===== config.mk =====
export PLATFORM = sky130hd
export DESIGN_NAME = local_alignment_scorer_unit
export DESIGN_NICKNAME = d
export VERILOG_FILES = /design/src/rtl/core/lasu_pkg.sv /design/src/rtl/core/lasu_cell_unit.sv /design/src/rtl/core/lasu_store.sv /design/src/rtl/core/local_alignment_scorer_unit.sv
export SDC_FILE = /design/constraint.sdc
export NUM_CORES = 2
export LEC_CHECK = 0
export BUFFER_PORTS_ARGS = -buffer_cell sky130_fd_sc_hd__buf_2
export CAP_MARGIN = 20
export CORE_MARGIN = 5
export CORE_UTILIZATION = 65
export CTS_CLUSTER_SIZE = 30
export DETAILED_ROUTE_END_ITERATION = 8
export PLACE_DENSITY = 0.92
export SLEW_MARGIN = 5
export SYNTH_ARGS = -nofsm -noshare
export SYNTH_HDL_FRONTEND = slang
export SYNTH_SLANG_ARGS = --single-unit

===== constraint.sdc =====
create_clock -name clk_i -period 18.7 [get_ports clk_i]
set_clock_uncertainty 0.05 [all_clocks]
set_input_delay 3.74 -clock clk_i [delete_from_list [all_inputs] [get_ports clk_i]]
set_output_delay 3.74 -clock clk_i [all_outputs]
set_load 0.05 [all_outputs]

===== src/rtl/core/lasu_pkg.sv =====
// Shared types and constants for the local alignment scorer.
// No dependencies; imported by every module of the block.
`timescale 1ns / 1ps

package lasu_pkg;

  // Query store and score sizing
  localparam int MaxQuery  = 64;
  localparam int IdxBits   = $clog2(MaxQuery);
  localparam int LenBits   = $clog2(MaxQuery + 1);
  localparam int ScoreBits = 12;
  localparam int SumBits   = ScoreBits + 2;
  localparam int ColBits   = 16;
  localparam int SymBits   = 8;
  localparam int OpBits    = 2;
  localparam int MatchBits = 4;
  localparam int PenBits   = 5;
  localparam int CfgIdxBits = 2;
  localparam int OutDataBits = 48;

  localparam logic [LenBits-1:0] MaxQueryLen = LenBits'(MaxQuery);
  localparam logic [ColBits-1:0] ColMax      = {ColBits{1'b1}};

  // Configuration register indexes
  localparam logic [CfgIdxBits-1:0] REG_MATCH    = 2'd0;
  localparam logic [CfgIdxBits-1:0] REG_MISMATCH = 2'd1;
  localparam logic [CfgIdxBits-1:0] REG_GAP      = 2'd2;

  typedef enum logic [OpBits-1:0] {
    OP_CLEAR   = 2'd0,
    OP_APPEND  = 2'd1,
    OP_PROCESS = 2'd2,
    OP_NOP     = 2'd3
  } lasu_op_e;

  typedef enum logic [1:0] {
    ST_IDLE,
    ST_RUN,
    ST_DONE
  } lasu_state_e;

  typedef logic [ScoreBits-1:0] score_t;

  // Control group from the sequencer to the stores
  typedef struct packed {
    logic [IdxBits-1:0] rd_addr;
    logic               q_we;
    logic [IdxBits-1:0] q_waddr;
    logic [SymBits-1:0] q_wdata;
    logic               col_we;
    logic [IdxBits-1:0] col_waddr;
    score_t             col_wdata;
    logic               col_clr;
  } lasu_store_req_t;

endpackage


===== src/rtl/core/lasu_cell_unit.sv =====
// Shared cell unit: one score-matrix cell with linear gap and saturation.
// Depends on lasu_pkg.
`timescale 1ns / 1ps

module lasu_cell_unit
  import lasu_pkg::*;
(
  input  score_t               diag_i,
  input  score_t               left_i,
  input  score_t               up_i,
  input  logic                 equal_i,
  input  logic [MatchBits-1:0] match_i,
  input  logic [PenBits-1:0]   mismatch_i,
  input  logic [PenBits-1:0]   gap_i,
  output score_t               cell_o
);

  localparam logic signed [SumBits-1:0] ScoreMax = SumBits'((2 ** ScoreBits) - 1);

  logic signed [SumBits-1:0] sub_s;
  logic signed [SumBits-1:0] gap_s;
  logic signed [SumBits-1:0] from_diag;
  logic signed [SumBits-1:0] from_left;
  logic signed [SumBits-1:0] from_up;
  logic signed [SumBits-1:0] best_s;

  always_comb begin
    gap_s = {{(SumBits-PenBits){gap_i[PenBits-1]}}, gap_i};
    if (equal_i) begin
      sub_s = {{(SumBits-MatchBits){1'b0}}, match_i};
    end else begin
      sub_s = {{(SumBits-PenBits){mismatch_i[PenBits-1]}}, mismatch_i};
    end
    from_diag = $signed({2'b00, diag_i}) + sub_s;
    from_left = $signed({2'b00, left_i}) + gap_s;
    from_up   = $signed({2'b00, up_i}) + gap_s;

    best_s = from_diag;
    if (from_left > best_s) best_s = from_left;
    if (from_up > best_s) best_s = from_up;

    // clamp to the score range
    if (best_s < 0) begin
      cell_o = '0;
    end else if (best_s > ScoreMax) begin
      cell_o = ScoreMax[ScoreBits-1:0];
    end else begin
      cell_o = best_s[ScoreBits-1:0];
    end
  end

endmodule


===== src/rtl/core/lasu_store.sv =====
// Query symbol store and previous-column score store with registered reads.
// Depends on lasu_pkg; the column store keeps a valid bit per row.
`timescale 1ns / 1ps

module lasu_store
  import lasu_pkg::*;
(
  input  logic               clk_i,
  input  logic               rst_ni,
  input  lasu_store_req_t    req_i,
  output logic [SymBits-1:0] q_rdata_o,
  output score_t             left_o
);

  logic [SymBits-1:0] q_mem [MaxQuery];
  score_t             col_mem [MaxQuery];
  logic [MaxQuery-1:0] col_vld_q;
  logic               rd_vld_q;
  logic [SymBits-1:0] q_rdata_q;
  score_t             col_rdata_q;

  always_ff @(posedge clk_i) begin
    if (req_i.q_we) q_mem[req_i.q_waddr] <= req_i.q_wdata;
    q_rdata_q <= q_mem[req_i.rd_addr];
  end

  always_ff @(posedge clk_i) begin
    if (req_i.col_we) col_mem[req_i.col_waddr] <= req_i.col_wdata;
    col_rdata_q <= col_mem[req_i.rd_addr];
  end

  // rows never written since clear read as zero
  always_ff @(posedge clk_i or negedge rst_ni) begin
    if (!rst_ni) begin
      col_vld_q <= '0;
      rd_vld_q  <= 1'b0;
    end else begin
      rd_vld_q <= col_vld_q[req_i.rd_addr];
      if (req_i.col_clr) begin
        col_vld_q <= '0;
      end else if (req_i.col_we) begin
        col_vld_q[req_i.col_waddr] <= 1'b1;
      end
    end
  end

  assign q_rdata_o = q_rdata_q;
  assign left_o    = rd_vld_q ? col_rdata_q : '0;

endmodule


===== src/rtl/core/local_alignment_scorer_unit.sv =====
// Top level of the local alignment scorer: sequencer, configuration and output register.
// Depends on lasu_pkg, lasu_store and lasu_cell_unit.
`timescale 1ns / 1ps

// Smith-Waterman local alignment scorer with a linear gap penalty. Send query
// symbols with opcode append (tuser = 1), then subject symbols with opcode
// process (tuser = 2); opcode clear (tuser = 0) empties the query and the
// score column, opcode 3 does nothing. Every item gives exactly one result
// item: the bottom cell of the column just computed (0 for non-process items),
// the best cell since the last clear with its 1-based row and column, and a
// status flag that is set when an append finds the 64-entry query store full.
// Scores saturate at 4095 and never go below zero; the subject column count
// stops at 65535. For a process item one shared cell unit walks the column
// one row per cycle, fed by the single read port of the column store, whose
// read data is registered. A finished result waits in the output register;
// the block takes the next item meanwhile but holds its own next result
// until the output register is free. There is no clearing pass after reset.
// Write the match, mismatch and gap registers only while the block is idle.
module local_alignment_scorer_unit
  import lasu_pkg::*;
(
  input  logic                   clk_i,
  input  logic                   rst_ni,
  // input stream
  input  logic                   s_axis_tvalid,
  output logic                   s_axis_tready,
  input  logic [7:0]             s_axis_tdata,   // [7:0] symbol
  input  logic [1:0]             s_axis_tuser,   // [1:0] opcode
  // result stream
  output logic                   m_axis_tvalid,
  input  logic                   m_axis_tready,
  // [11:0] bottom_score, [23:12] best_score, [30:24] best_row,
  // [46:31] best_column, [47] zero
  output logic [OutDataBits-1:0] m_axis_tdata,
  output logic                   m_axis_tuser,   // [0] status
  // configuration writes
  input  logic                   cfg_valid_i,
  output logic                   cfg_ready_o,
  input  logic [CfgIdxBits-1:0]  cfg_index_i,
  input  logic [PenBits-1:0]     cfg_data_i
);

  lasu_state_e state_q, state_d;

  logic [MatchBits-1:0] match_q;
  logic [PenBits-1:0]   mismatch_q;
  logic [PenBits-1:0]   gap_q;

  logic [LenBits-1:0] len_q, len_d;
  logic [ColBits-1:0] col_cnt_q, col_cnt_d;
  score_t             best_q, best_d;
  logic [LenBits-1:0] best_row_q, best_row_d;
  logic [ColBits-1:0] best_col_q, best_col_d;

  logic [SymBits-1:0] sym_q, sym_d;
  logic [LenBits-1:0] rd_idx_q, rd_idx_d;
  logic [LenBits-1:0] wr_idx_q, wr_idx_d;
  logic               cmp_v_q, cmp_v_d;
  score_t             diag_q, diag_d;
  score_t             up_q, up_d;
  logic               status_q, status_d;

  logic                   out_valid_q, out_valid_d;
  logic [OutDataBits-1:0] out_data_q;
  logic                   out_user_q;
  logic                   out_load;

  lasu_store_req_t    store_req;
  logic [SymBits-1:0] q_sym;
  score_t             left;
  score_t             cell_score;

  lasu_store u_store (
    .clk_i     (clk_i),
    .rst_ni    (rst_ni),
    .req_i     (store_req),
    .q_rdata_o (q_sym),
    .left_o    (left)
  );

  lasu_cell_unit u_cell (
    .diag_i     (diag_q),
    .left_i     (left),
    .up_i       (up_q),
    .equal_i    (q_sym == sym_q),
    .match_i    (match_q),
    .mismatch_i (mismatch_q),
    .gap_i      (gap_q),
    .cell_o     (cell_score)
  );

  // Configuration registers: always ready, index 3 is ignored
  assign cfg_ready_o = 1'b1;

  always_ff @(posedge clk_i or negedge rst_ni) begin
    if (!rst_ni) begin
      match_q    <= MatchBits'(1);
      mismatch_q <= {PenBits{1'b1}};
      gap_q      <= {{(PenBits-1){1'b1}}, 1'b0};
    end else if (cfg_valid_i) begin
      unique case (cfg_index_i)
        REG_MATCH:    match_q    <= cfg_data_i[MatchBits-1:0];
        REG_MISMATCH: mismatch_q <= cfg_data_i;
        REG_GAP:      gap_q      <= cfg_data_i;
        default:      ;
      endcase
    end
  end

  // Sequencer: accept in idle, walk the column in run, hand off in done
  always_comb begin
    state_d     = state_q;
    len_d       = len_q;
    col_cnt_d   = col_cnt_q;
    best_d      = best_q;
    best_row_d  = best_row_q;
    best_col_d  = best_col_q;
    sym_d       = sym_q;
    rd_idx_d    = rd_idx_q;
    wr_idx_d    = wr_idx_q;
    cmp_v_d     = cmp_v_q;
    diag_d      = diag_q;
    up_d        = up_q;
    status_d    = status_q;
    out_valid_d = out_valid_q;
    out_load    = 1'b0;

    store_req           = '0;
    store_req.rd_addr   = rd_idx_q[IdxBits-1:0];
    store_req.col_waddr = wr_idx_q[IdxBits-1:0];
    store_req.col_wdata = cell_score;
    store_req.q_waddr   = len_q[IdxBits-1:0];
    store_req.q_wdata   = s_axis_tdata;

    s_axis_tready = (state_q == ST_IDLE);

    // drop the result once the sink takes it
    if (out_valid_q && m_axis_tready) out_valid_d = 1'b0;

    unique case (state_q)
      ST_IDLE: begin
        if (s_axis_tvalid) begin
          sym_d    = s_axis_tdata;
          rd_idx_d = '0;
          wr_idx_d = '0;
          cmp_v_d  = 1'b0;
          diag_d   = '0;
          up_d     = '0;
          status_d = 1'b0;
          state_d  = ST_DONE;
          unique case (lasu_op_e'(s_axis_tuser))
            OP_CLEAR: begin
              len_d             = '0;
              col_cnt_d         = '0;
              best_d            = '0;
              best_row_d        = '0;
              best_col_d        = '0;
              store_req.col_clr = 1'b1;
            end
            OP_APPEND: begin
              if (len_q == MaxQueryLen) begin
                status_d = 1'b1;
              end else begin
                store_req.q_we = 1'b1;
                len_d          = len_q + 1'b1;
              end
            end
            OP_PROCESS: begin
              if (col_cnt_q != ColMax) col_cnt_d = col_cnt_q + 1'b1;
              state_d = ST_RUN;
            end
            default: ;
          endcase
        end
      end

      ST_RUN: begin
        // issue the next row read
        cmp_v_d = 1'b0;
        if (rd_idx_q < len_q) begin
          rd_idx_d = rd_idx_q + 1'b1;
          cmp_v_d  = 1'b1;
        end
        // score the row whose read data is back
        if (cmp_v_q) begin
          store_req.col_we = 1'b1;
          diag_d           = left;
          up_d             = cell_score;
          wr_idx_d         = wr_idx_q + 1'b1;
          if (cell_score > best_q) begin
            best_d     = cell_score;
            best_row_d = wr_idx_q + 1'b1;
            best_col_d = col_cnt_q;
          end
        end
        if ((rd_idx_q == len_q) && !cmp_v_q) state_d = ST_DONE;
      end

      ST_DONE: begin
        // hold until the output register is free
        if (!out_valid_q || m_axis_tready) begin
          out_valid_d = 1'b1;
          out_load    = 1'b1;
          state_d     = ST_IDLE;
        end
      end

      default: state_d = ST_IDLE;
    endcase
  end

  always_ff @(posedge clk_i or negedge rst_ni) begin
    if (!rst_ni) begin
      state_q     <= ST_IDLE;
      len_q       <= '0;
      col_cnt_q   <= '0;
      best_q      <= '0;
      best_row_q  <= '0;
      best_col_q  <= '0;
      sym_q       <= '0;
      rd_idx_q    <= '0;
      wr_idx_q    <= '0;
      cmp_v_q     <= 1'b0;
      diag_q      <= '0;
      up_q        <= '0;
      status_q    <= 1'b0;
      out_valid_q <= 1'b0;
    end else begin
      state_q     <= state_d;
      len_q       <= len_d;
      col_cnt_q   <= col_cnt_d;
      best_q      <= best_d;
      best_row_q  <= best_row_d;
      best_col_q  <= best_col_d;
      sym_q       <= sym_d;
      rd_idx_q    <= rd_idx_d;
      wr_idx_q    <= wr_idx_d;
      cmp_v_q     <= cmp_v_d;
      diag_q      <= diag_d;
      up_q        <= up_d;
      status_q    <= status_d;
      out_valid_q <= out_valid_d;
    end
  end

  // Result payload: up holds the bottom cell, zero for non-process items
  always_ff @(posedge clk_i) begin
    if (out_load) begin
      out_data_q <= {1'b0, best_col_q, best_row_q, best_q, up_q};
      out_user_q <= status_q;
    end
  end

  assign m_axis_tvalid = out_valid_q;
  assign m_axis_tdata  = out_data_q;
  assign m_axis_tuser  = out_user_q;

endmodule


# After elaboration in Yosys (flattened, before gate mapping)

Memories as Yosys holds them, arrays and structs flattened. A register that Yosys moved wholly into a read port is not among the register bits.
Index checks and enable logic that the tools add are counted.

Order comparisons: 9
Reduce and logical (&&, ||, !) cells: 24
Muxes and demuxes: 69
Equality and inequality tests: 19
Bitwise logic cells: 1
Add/sub/neg operators: 7

Operators by type and width:

| kind                  | count |
|---|---|
| $mux 64               | 2 |
| $mux 12               | 10 |
| $mux 16               | 5 |
| $pmux 12 s2           | 3 |
| $or 64x64->64         | 1 |
| $pmux 16 s2           | 2 |
| $mux 7                | 8 |
| $pmux 7 s2            | 4 |
| $mux 14               | 3 |
| $add 13x5->14         | 2 |
| $gt 14x14->1          | 2 |
| $mux 1                | 24 |
| $add 7x1->7 const B   | 3 |
| $add 16x1->16 const B | 1 |
| $ne 16x16->1 const B  | 1 |
| $ne 2x2->1 const B    | 8 |
| $add 13x14->14        | 1 |
| $gt 14x13->1 const B  | 1 |
| $lt 14x1->1 const B   | 1 |
| $lt 6x7->1 const B    | 2 |
| $gt 12x12->1          | 1 |
| $reduce_and 2->1      | 5 |
| $reduce_and 3->1      | 3 |
| $eq 8x8->1            | 1 |
| other kinds (19)      | 35 |

Bits in writable memories: 1280
Output and inout bits: 52
Word-level logic and storage cells: 152
Register bits after elaboration: 236
Memories: 2
Input port bits: 22

Memories:

| memory          | words | width | rd ports | clocked after memory_dff | wr ports | line             | RTL |
|---|---|---|---|---|---|---|---|
| u_store.col_mem | 64    | 12    | 1        | 1                        | 1        | lasu_store.sv:16 | `score_t col_mem [MaxQuery];` |
| u_store.q_mem   | 64    | 8     | 1        | 1                        | 1        | lasu_store.sv:15 | `logic [SymBits-1:0] q_mem [MaxQuery];` |

# Logic depth before layout (Yosys ltp)

Depth after elaboration: 14
Gate-level depth with buffers: 44

# Cells and area by module

Synthesis repeated with hierarchy kept, for this count alone.

Cells, all modules: 3541
Area, all modules: 62876.6 um2

Modules (own cells, without submodules):

| module                      | sequential area each (um2) | times used | cells each | area an instance (um2) |
|---|---|---|---|---|
| lasu_store                  | 40463.8                    | 1          | 2564       | 52567.9 |
| local_alignment_scorer_unit | 4531.8                     | 1          | 615        | 7543.5 |
| lasu_cell_unit              | 0.0                        | 1          | 362        | 2765.2 |

# Worst setup path after synthesis

No wires, ideal clock.

Path kind: flip-flop to flip-flop
Start: reg sym_q[4]
End: reg best_row_q[2]
Period minus slack after synthesis: 9946 ps
Library setup time: 96 ps
Slack: 8754 ps
Required time: 18554 ps
Stages on the path, launching flop included: 42
Arrival: 9800 ps
Path through: dfrtp_1 -> xnor2_1 -> nand4_1 -> or2_2 -> clkbuf_1 -> mux2_2 -> ha_1 -> fa_1 -> a21o_1 -> a21o_1 -> nor3_1 -> a31oi_1 -> xnor2_1 -> inv_1 -> ha_1 -> nand4_1 -> o311ai_0 -> o21ai_0 -> [... 6 more ...] -> nor2_1 -> o31a_1 -> a211oi_1 -> a211oi_1 -> clkbuf_1 -> nor4_1 -> a2111oi_2 -> nor2_1 -> ha_1 -> nand4_1 -> nor3_1 -> nor2_1 -> o2111a_1 -> a211oi_1 -> clkbuf_1 -> clkbuf_1 -> nand2_1 -> o31ai_1

Word-level cells in the longest chain between the ends: 13
Elaborated cells between the ends (all ways): 14
Those cells by class: add/sub (1); order compare (5); eq/ne (2); mux (5); reduce/logical (1)

RTL lines:

| element                        | line                               | RTL |
|---|---|---|
| start: declaration             | local_alignment_scorer_unit.sv:55  | `logic [SymBits-1:0] sym_q, sym_d;` |
| start signal: assignment       | local_alignment_scorer_unit.sv:235 | `sym_q <= sym_d;` |
| $eq 8x8->1 (*)                 | local_alignment_scorer_unit.sv:85  | `.equal_i (q_sym == sym_q),` |
| $mux 14 (*)                    | lasu_cell_unit.sv:29               | `if (equal_i) begin` |
| $add 13x14->14 (*)             | lasu_cell_unit.sv:34               | `from_diag = $signed({2'b00, diag_i}) + sub_s;` |
| $gt 14x14->1                   | lasu_cell_unit.sv:39               | `if (from_left > best_s) best_s = from_left;` |
| $mux 14 (*)                    | lasu_cell_unit.sv:39               |  |
| $gt 14x14->1                   | lasu_cell_unit.sv:40               | `if (from_up > best_s) best_s = from_up;` |
| $mux 14 (*)                    | lasu_cell_unit.sv:40               |  |
| $gt 14x13->1                   | lasu_cell_unit.sv:45               | `end else if (best_s > ScoreMax) begin` |
| $mux 12                        | lasu_cell_unit.sv:45               |  |
| $mux 12 (*)                    | lasu_cell_unit.sv:43               | `if (best_s < 0) begin` |
| via cell_score[11]             | local_alignment_scorer_unit.sv:71  | `score_t cell_score;` |
| $gt 12x12->1 (*)               | local_alignment_scorer_unit.sv:190 | `if (cell_score > best_q) begin` |
| $ne 2x2->1 (no line) (*)       | n/a                                |  |
| $reduce_and 5->1 (no line) (*) | n/a                                |  |
| end signal: assignment         | local_alignment_scorer_unit.sv:233 | `best_row_q <= best_row_d;` |
| end: declaration               | local_alignment_scorer_unit.sv:52  | `logic [LenBits-1:0] best_row_q, best_row_d;` |

Mark *: on every way through the listed nets, which the timed path passes. The rest lies on a longest branch.
A chain may end at the register's enable or synchronous reset.

# Worst setup path in the final report

Start: reg sym_q[2]
End: reg best_row_q[4]

Same word-level chain as after synthesis.

==> Implementation_results.wiki <==
{| class="wikitable"
! Metric !! Value
|-
| Count of routing violations after the opening detailed-route iteration || 7,608
|-
| Worst Path Class, Setup || register to register
|-
| Uppermost signal routing layer after detailed routing || met5
|-
| R2R Path Start || sym_q[2]
|-
| Length of the first detailed-routing pass in iterations || 9
|-
| Number of synthesized register bits || 1,536
|-
| Count of placed standard cells in the final layout, fillers left out || about 4,800
|-
| CP Max Fanout || 65
|-
| Ratio of cells with drive above 1 in the final layout || between 20% and 30%
|-
| Arithmetic-cell share of the synthesized area counting full adders, half adders and majority gates || 1.73%
|-
| Post-CTS Repair Setup Buffers || 0
|-
| Leading cell types by count after synthesis || sky130_fd_sc_hd__edfxtp_1, sky130_fd_sc_hd__mux4_2, sky130_fd_sc_hd__nor2_1
|-
| Most common cell type on the critical path || sky130_fd_sc_hd__ha_1
|-
| Worst relative slew slack || 21.9%
|-
| Req. time, crit path || 19.27 ns
|-
| Syn Std Cell Area || just over 60,000 sq um
|-
| Total negative setup slack || 0 ns
|-
| Synth Area in Compound Gates || 2.62%
|-
| Final period demand of the worst path || 12.24 ns
|-
| Leading area contributor after synthesis || sky130_fd_sc_hd__edfxtp_1
|-
| CP Launch Type || register
|-
| Capture endpoint of the worst hold path || m_axis_tdata[28]
|-
| Ratio of total power to cell area || ~160 nW/um^2
|-
| Post-synthesis simple-gate area fraction || under 10%
|-
| Static leakage || 22.7 nW
|-
| Pin count of the biggest net entering global routing || 154
|-
| Top cell type's share of synthesized area || between 60 and 70%
|-
| Total of warnings raised by yosys || 0
|-
| Total chip power || 11.2 mW
|-
| Cell with the most instances after synthesis || sky130_fd_sc_hd__edfxtp_1
|-
| Async SR Flop Fraction || 12.2%
|-
| XOR/XNOR Fraction of Synth Area || less than 1%
|-
| Worst hold path depth || 0
|-
| Detailed route wirelength on metal2 || 85.6 mm
|-
| Vias in the first global route || 36,100
|-
| Part of the Yosys area used for sequential elements || 72.4%
|-
| Largest stage delay, worst path || 0.55 ns
|-
| Failing checks || design-rule violations
|-
| Number of cells upsized or downsized after cts || 0
|-
| Number of instances in the synthesized netlist || approximately 3,300
|-
| Number of pins exceeding their max-slew limit in the final report || 0
|-
| Post-route fraction of the period consumed by the critical path || 65.5%
|-
| DR vias || 37,000
|-
| Wirelength, routed || 183 mm
|-
| Global-route wire length before repair || 262 mm
|-
| Class of the tightest hold or removal check || register to register
|-
| Worst setup slack after layout || 6.46 ns
|-
| Boundary Pins || between 70 and 80
|-
| Count of distinct cell types in the synthesized netlist || 74
|-
| Antenna-violating nets left || 0
|-
| Number of hold violations in the final report || 0
|-
| Detailed-route wire length on metal 1 || about 58 mm
|-
| Placement Cell Area || 64,200 sq um
|-
| Synthesized net count || ~3,400
|-
| Cell area after layout || about 69,000 sq um
|-
| Number of placement rows || 113
|-
| Count of endpoints failing setup in the final report || 0
|-
| Number of H-tree levels || 4
|-
| CTS hold repair buffers || 0
|-
| EDFF count, synth || 1,328
|-
| Main combinational cell family by area after synthesis || multiplexers
|-
| Final Net Count || ~3,500
|-
| Peak VDD IR || roughly 0.41 mV
|-
| Clock network latency to the later pin of the worst-skew pair || 0.77 ns
|-
| Vias per inst || 7.74
|-
| Routed length on met3 || 26.7 mm
|-
| CTS Buffer Depth || 3
|-
| Main flop type after synthesis || sky130_fd_sc_hd__edfxtp_1
|-
| Category of the worst setup path capture point || register
|-
| Number of maximum-capacitance constraint violations || 0
|-
| Initial antenna violation count || 19
|-
| DIE WIDTH || 319 um
|-
| Starting Density || 65.4%
|-
| Min Hold Slack || 0.396 ns
|-
| Overall Global Routing Usage || 35.8%
|-
| Result of the run || complete, but fails checks
|-
| Per-cell routed wire length || 38.3 um
|-
| Most area-consuming cells after synthesis || sky130_fd_sc_hd__edfxtp_1, sky130_fd_sc_hd__mux4_2, sky130_fd_sc_hd__dfrtp_1
|-
| Area growth from synthesis to layout || 11.2%
|-
| Hold wc startpoint || best_row_q[4]
|-
| Die height || 319 um
|-
| Unrepaired setup endpoints after global routing || no
|-
| Achievable Freq || 0.0817 GHz
|-
| Endpoint of the worst-slack reg-to-reg timing path || best_row_q[4]
|-
| CTS Buf Count || 145
|-
| Full die area || 102,000 sq um
|-
| Detail Placement HPWL || 98.6 mm
|-
| Pre-CTS WS || 6.78 ns
|-
| Slew at the pin with the worst max-slew slack || ~1.2 ns
|-
| # port buffers || 71
|-
| Cell count of the worst reg-to-reg path || 39
|-
| Clock tree from TritonCTS || done
|-
| Final global-route overflow total || 0
|-
| Core Footprint || ~95,000 sq um
|-
| Count of unresolved DRC violations after routing || 1
|-
| Sink count of the clock tree || 1,536
|-
| Clock transition at the registers of the reported paths || 0.07 ns
|-
| Slowest stage cell, crit path || sky130_fd_sc_hd__buf_4
|-
| GP Congestion || 0.901
|-
| Post-synthesis mux area share || 16.4%
|-
| Synthesized area per cell || 19.1 sq um
|-
| Root buf cell || sky130_fd_sc_hd__clkbuf_16
|-
| Register-to-register path setup slack || 6.46 ns
|-
| Final core utilization || 72.7%
|-
| Worst EP arrival || roughly 13 ns
|-
| Placed instance count || 4,502
|}
kinds of logic after synthesis:
logic type	count (synthesis)
buffers and inverters	205
DFF	1536
xor gates and xnor gates	58
AOI/OAI and AO/OA	240
muxes	466
other	2
adders and majority gates	84
and+or+nand+nor	662
sequential cells by signal, summed over array words and instances, names as in the netlist, 16 cells and up:
| register | cells |
|---|---|
| best_col_q | 16 |
| col_cnt_q | 16 |
| m_axis_tdata | 47 |
| u_store.col_mem | 768 |
| u_store.col_vld_q | 64 |
| u_store.q_mem | 512 |
placed cells by master, fill, tap and decap left out, drive strengths merged, types with 9 or more instances in the layout:
cell    instances
a211oi         12
a21o           11
a21oi          39
a31oi           9
a32o           20
and2           31
buf           156
bufinv         11
clkbuf        196
clkinv         49
dfrtp         178
dfstp          10
dfxtp          20
edfxtp       1328
ha             81
inv            51
mux2           24
mux4          441
nand2         149
nand2b          9
nand3          38
nand4          29
nor2          327
nor2b          13
nor3           19
o211ai         11
o21a           15
o21ai          72
o31ai          15
xnor2          36
xor2           22
how the worst max path moves through the flow:
| stage | startpoint | to | slack [ns] | cells after the start |
|---|---|---|---|---|
| final | sym_q[2] | best_row_q[4] | 6.46 | 39 |
| after global routing | sym_q[4] | best_row_q[1] | 5.98 | 39 |
| after CTS | sym_q[2] | best_row_q[4] | 6.41 | 40 |
| after detailed placement | sym_q[2] | best_row_q[1] | 6.78 | 40 |
| after global placement | sym_q[0] | best_row_q[4] | 7.46 | 40 |
| after floorplan | sym_q[4] | best_row_q[2] | 8.75 | 41 |
critical path, delay by kind of cell, from the launching register on:
| family | cells | cell delay [ns] |
|---|---|---|
| buf+inv | 3 | 1.39 |
| xor+xnor | 2 | 0.41 |
| mux | 2 | 0.70 |
| simple gates | 9 | 2.43 |
| flops | 1 | 0.45 |
| compound gates | 18 | 4.88 |
| fa+ha+maj | 5 | 1.72 |
routing by layer:
metal | vias to the layer above | track usage (%)
li1 | 13400 | -
met1 | 18300 | 48.0
met2 | 4339 | 55.3
met3 | 960 | 9.78
met4 | 10 | 18.5
met5 | - | 0
power breakdown:
| group | switching, mW | internal [mW] | total (mW) | leakage (nW) |
|---|---|---|---|---|
| clock | 1.35 | 1.65 | 3.00 | 2.27 |
| combinational | 2.40 | 0.642 | 3.04 | 6.26 |
| sequential | 0.0556 | 5.09 | 5.15 | 14.1 |
| total | 3.81 | 7.38 | 11.2 | 22.7 |
cell type report:
type / count / area [sq um]
Antenna cell: 7 / 17.5
Clock inverter: 69 / 701
Tap cell: 1265 / 1580
Clock buffer: 195 / 3940
Fill cell: 4741 / 25900
Timing Repair Buffer: 157 / 1200
Multi-Input combinational cell: 1512 / 16500
Sequential cell: 1536 / 45000
Inverter: 45 / 169
Power figures use the tool's default switching activity.
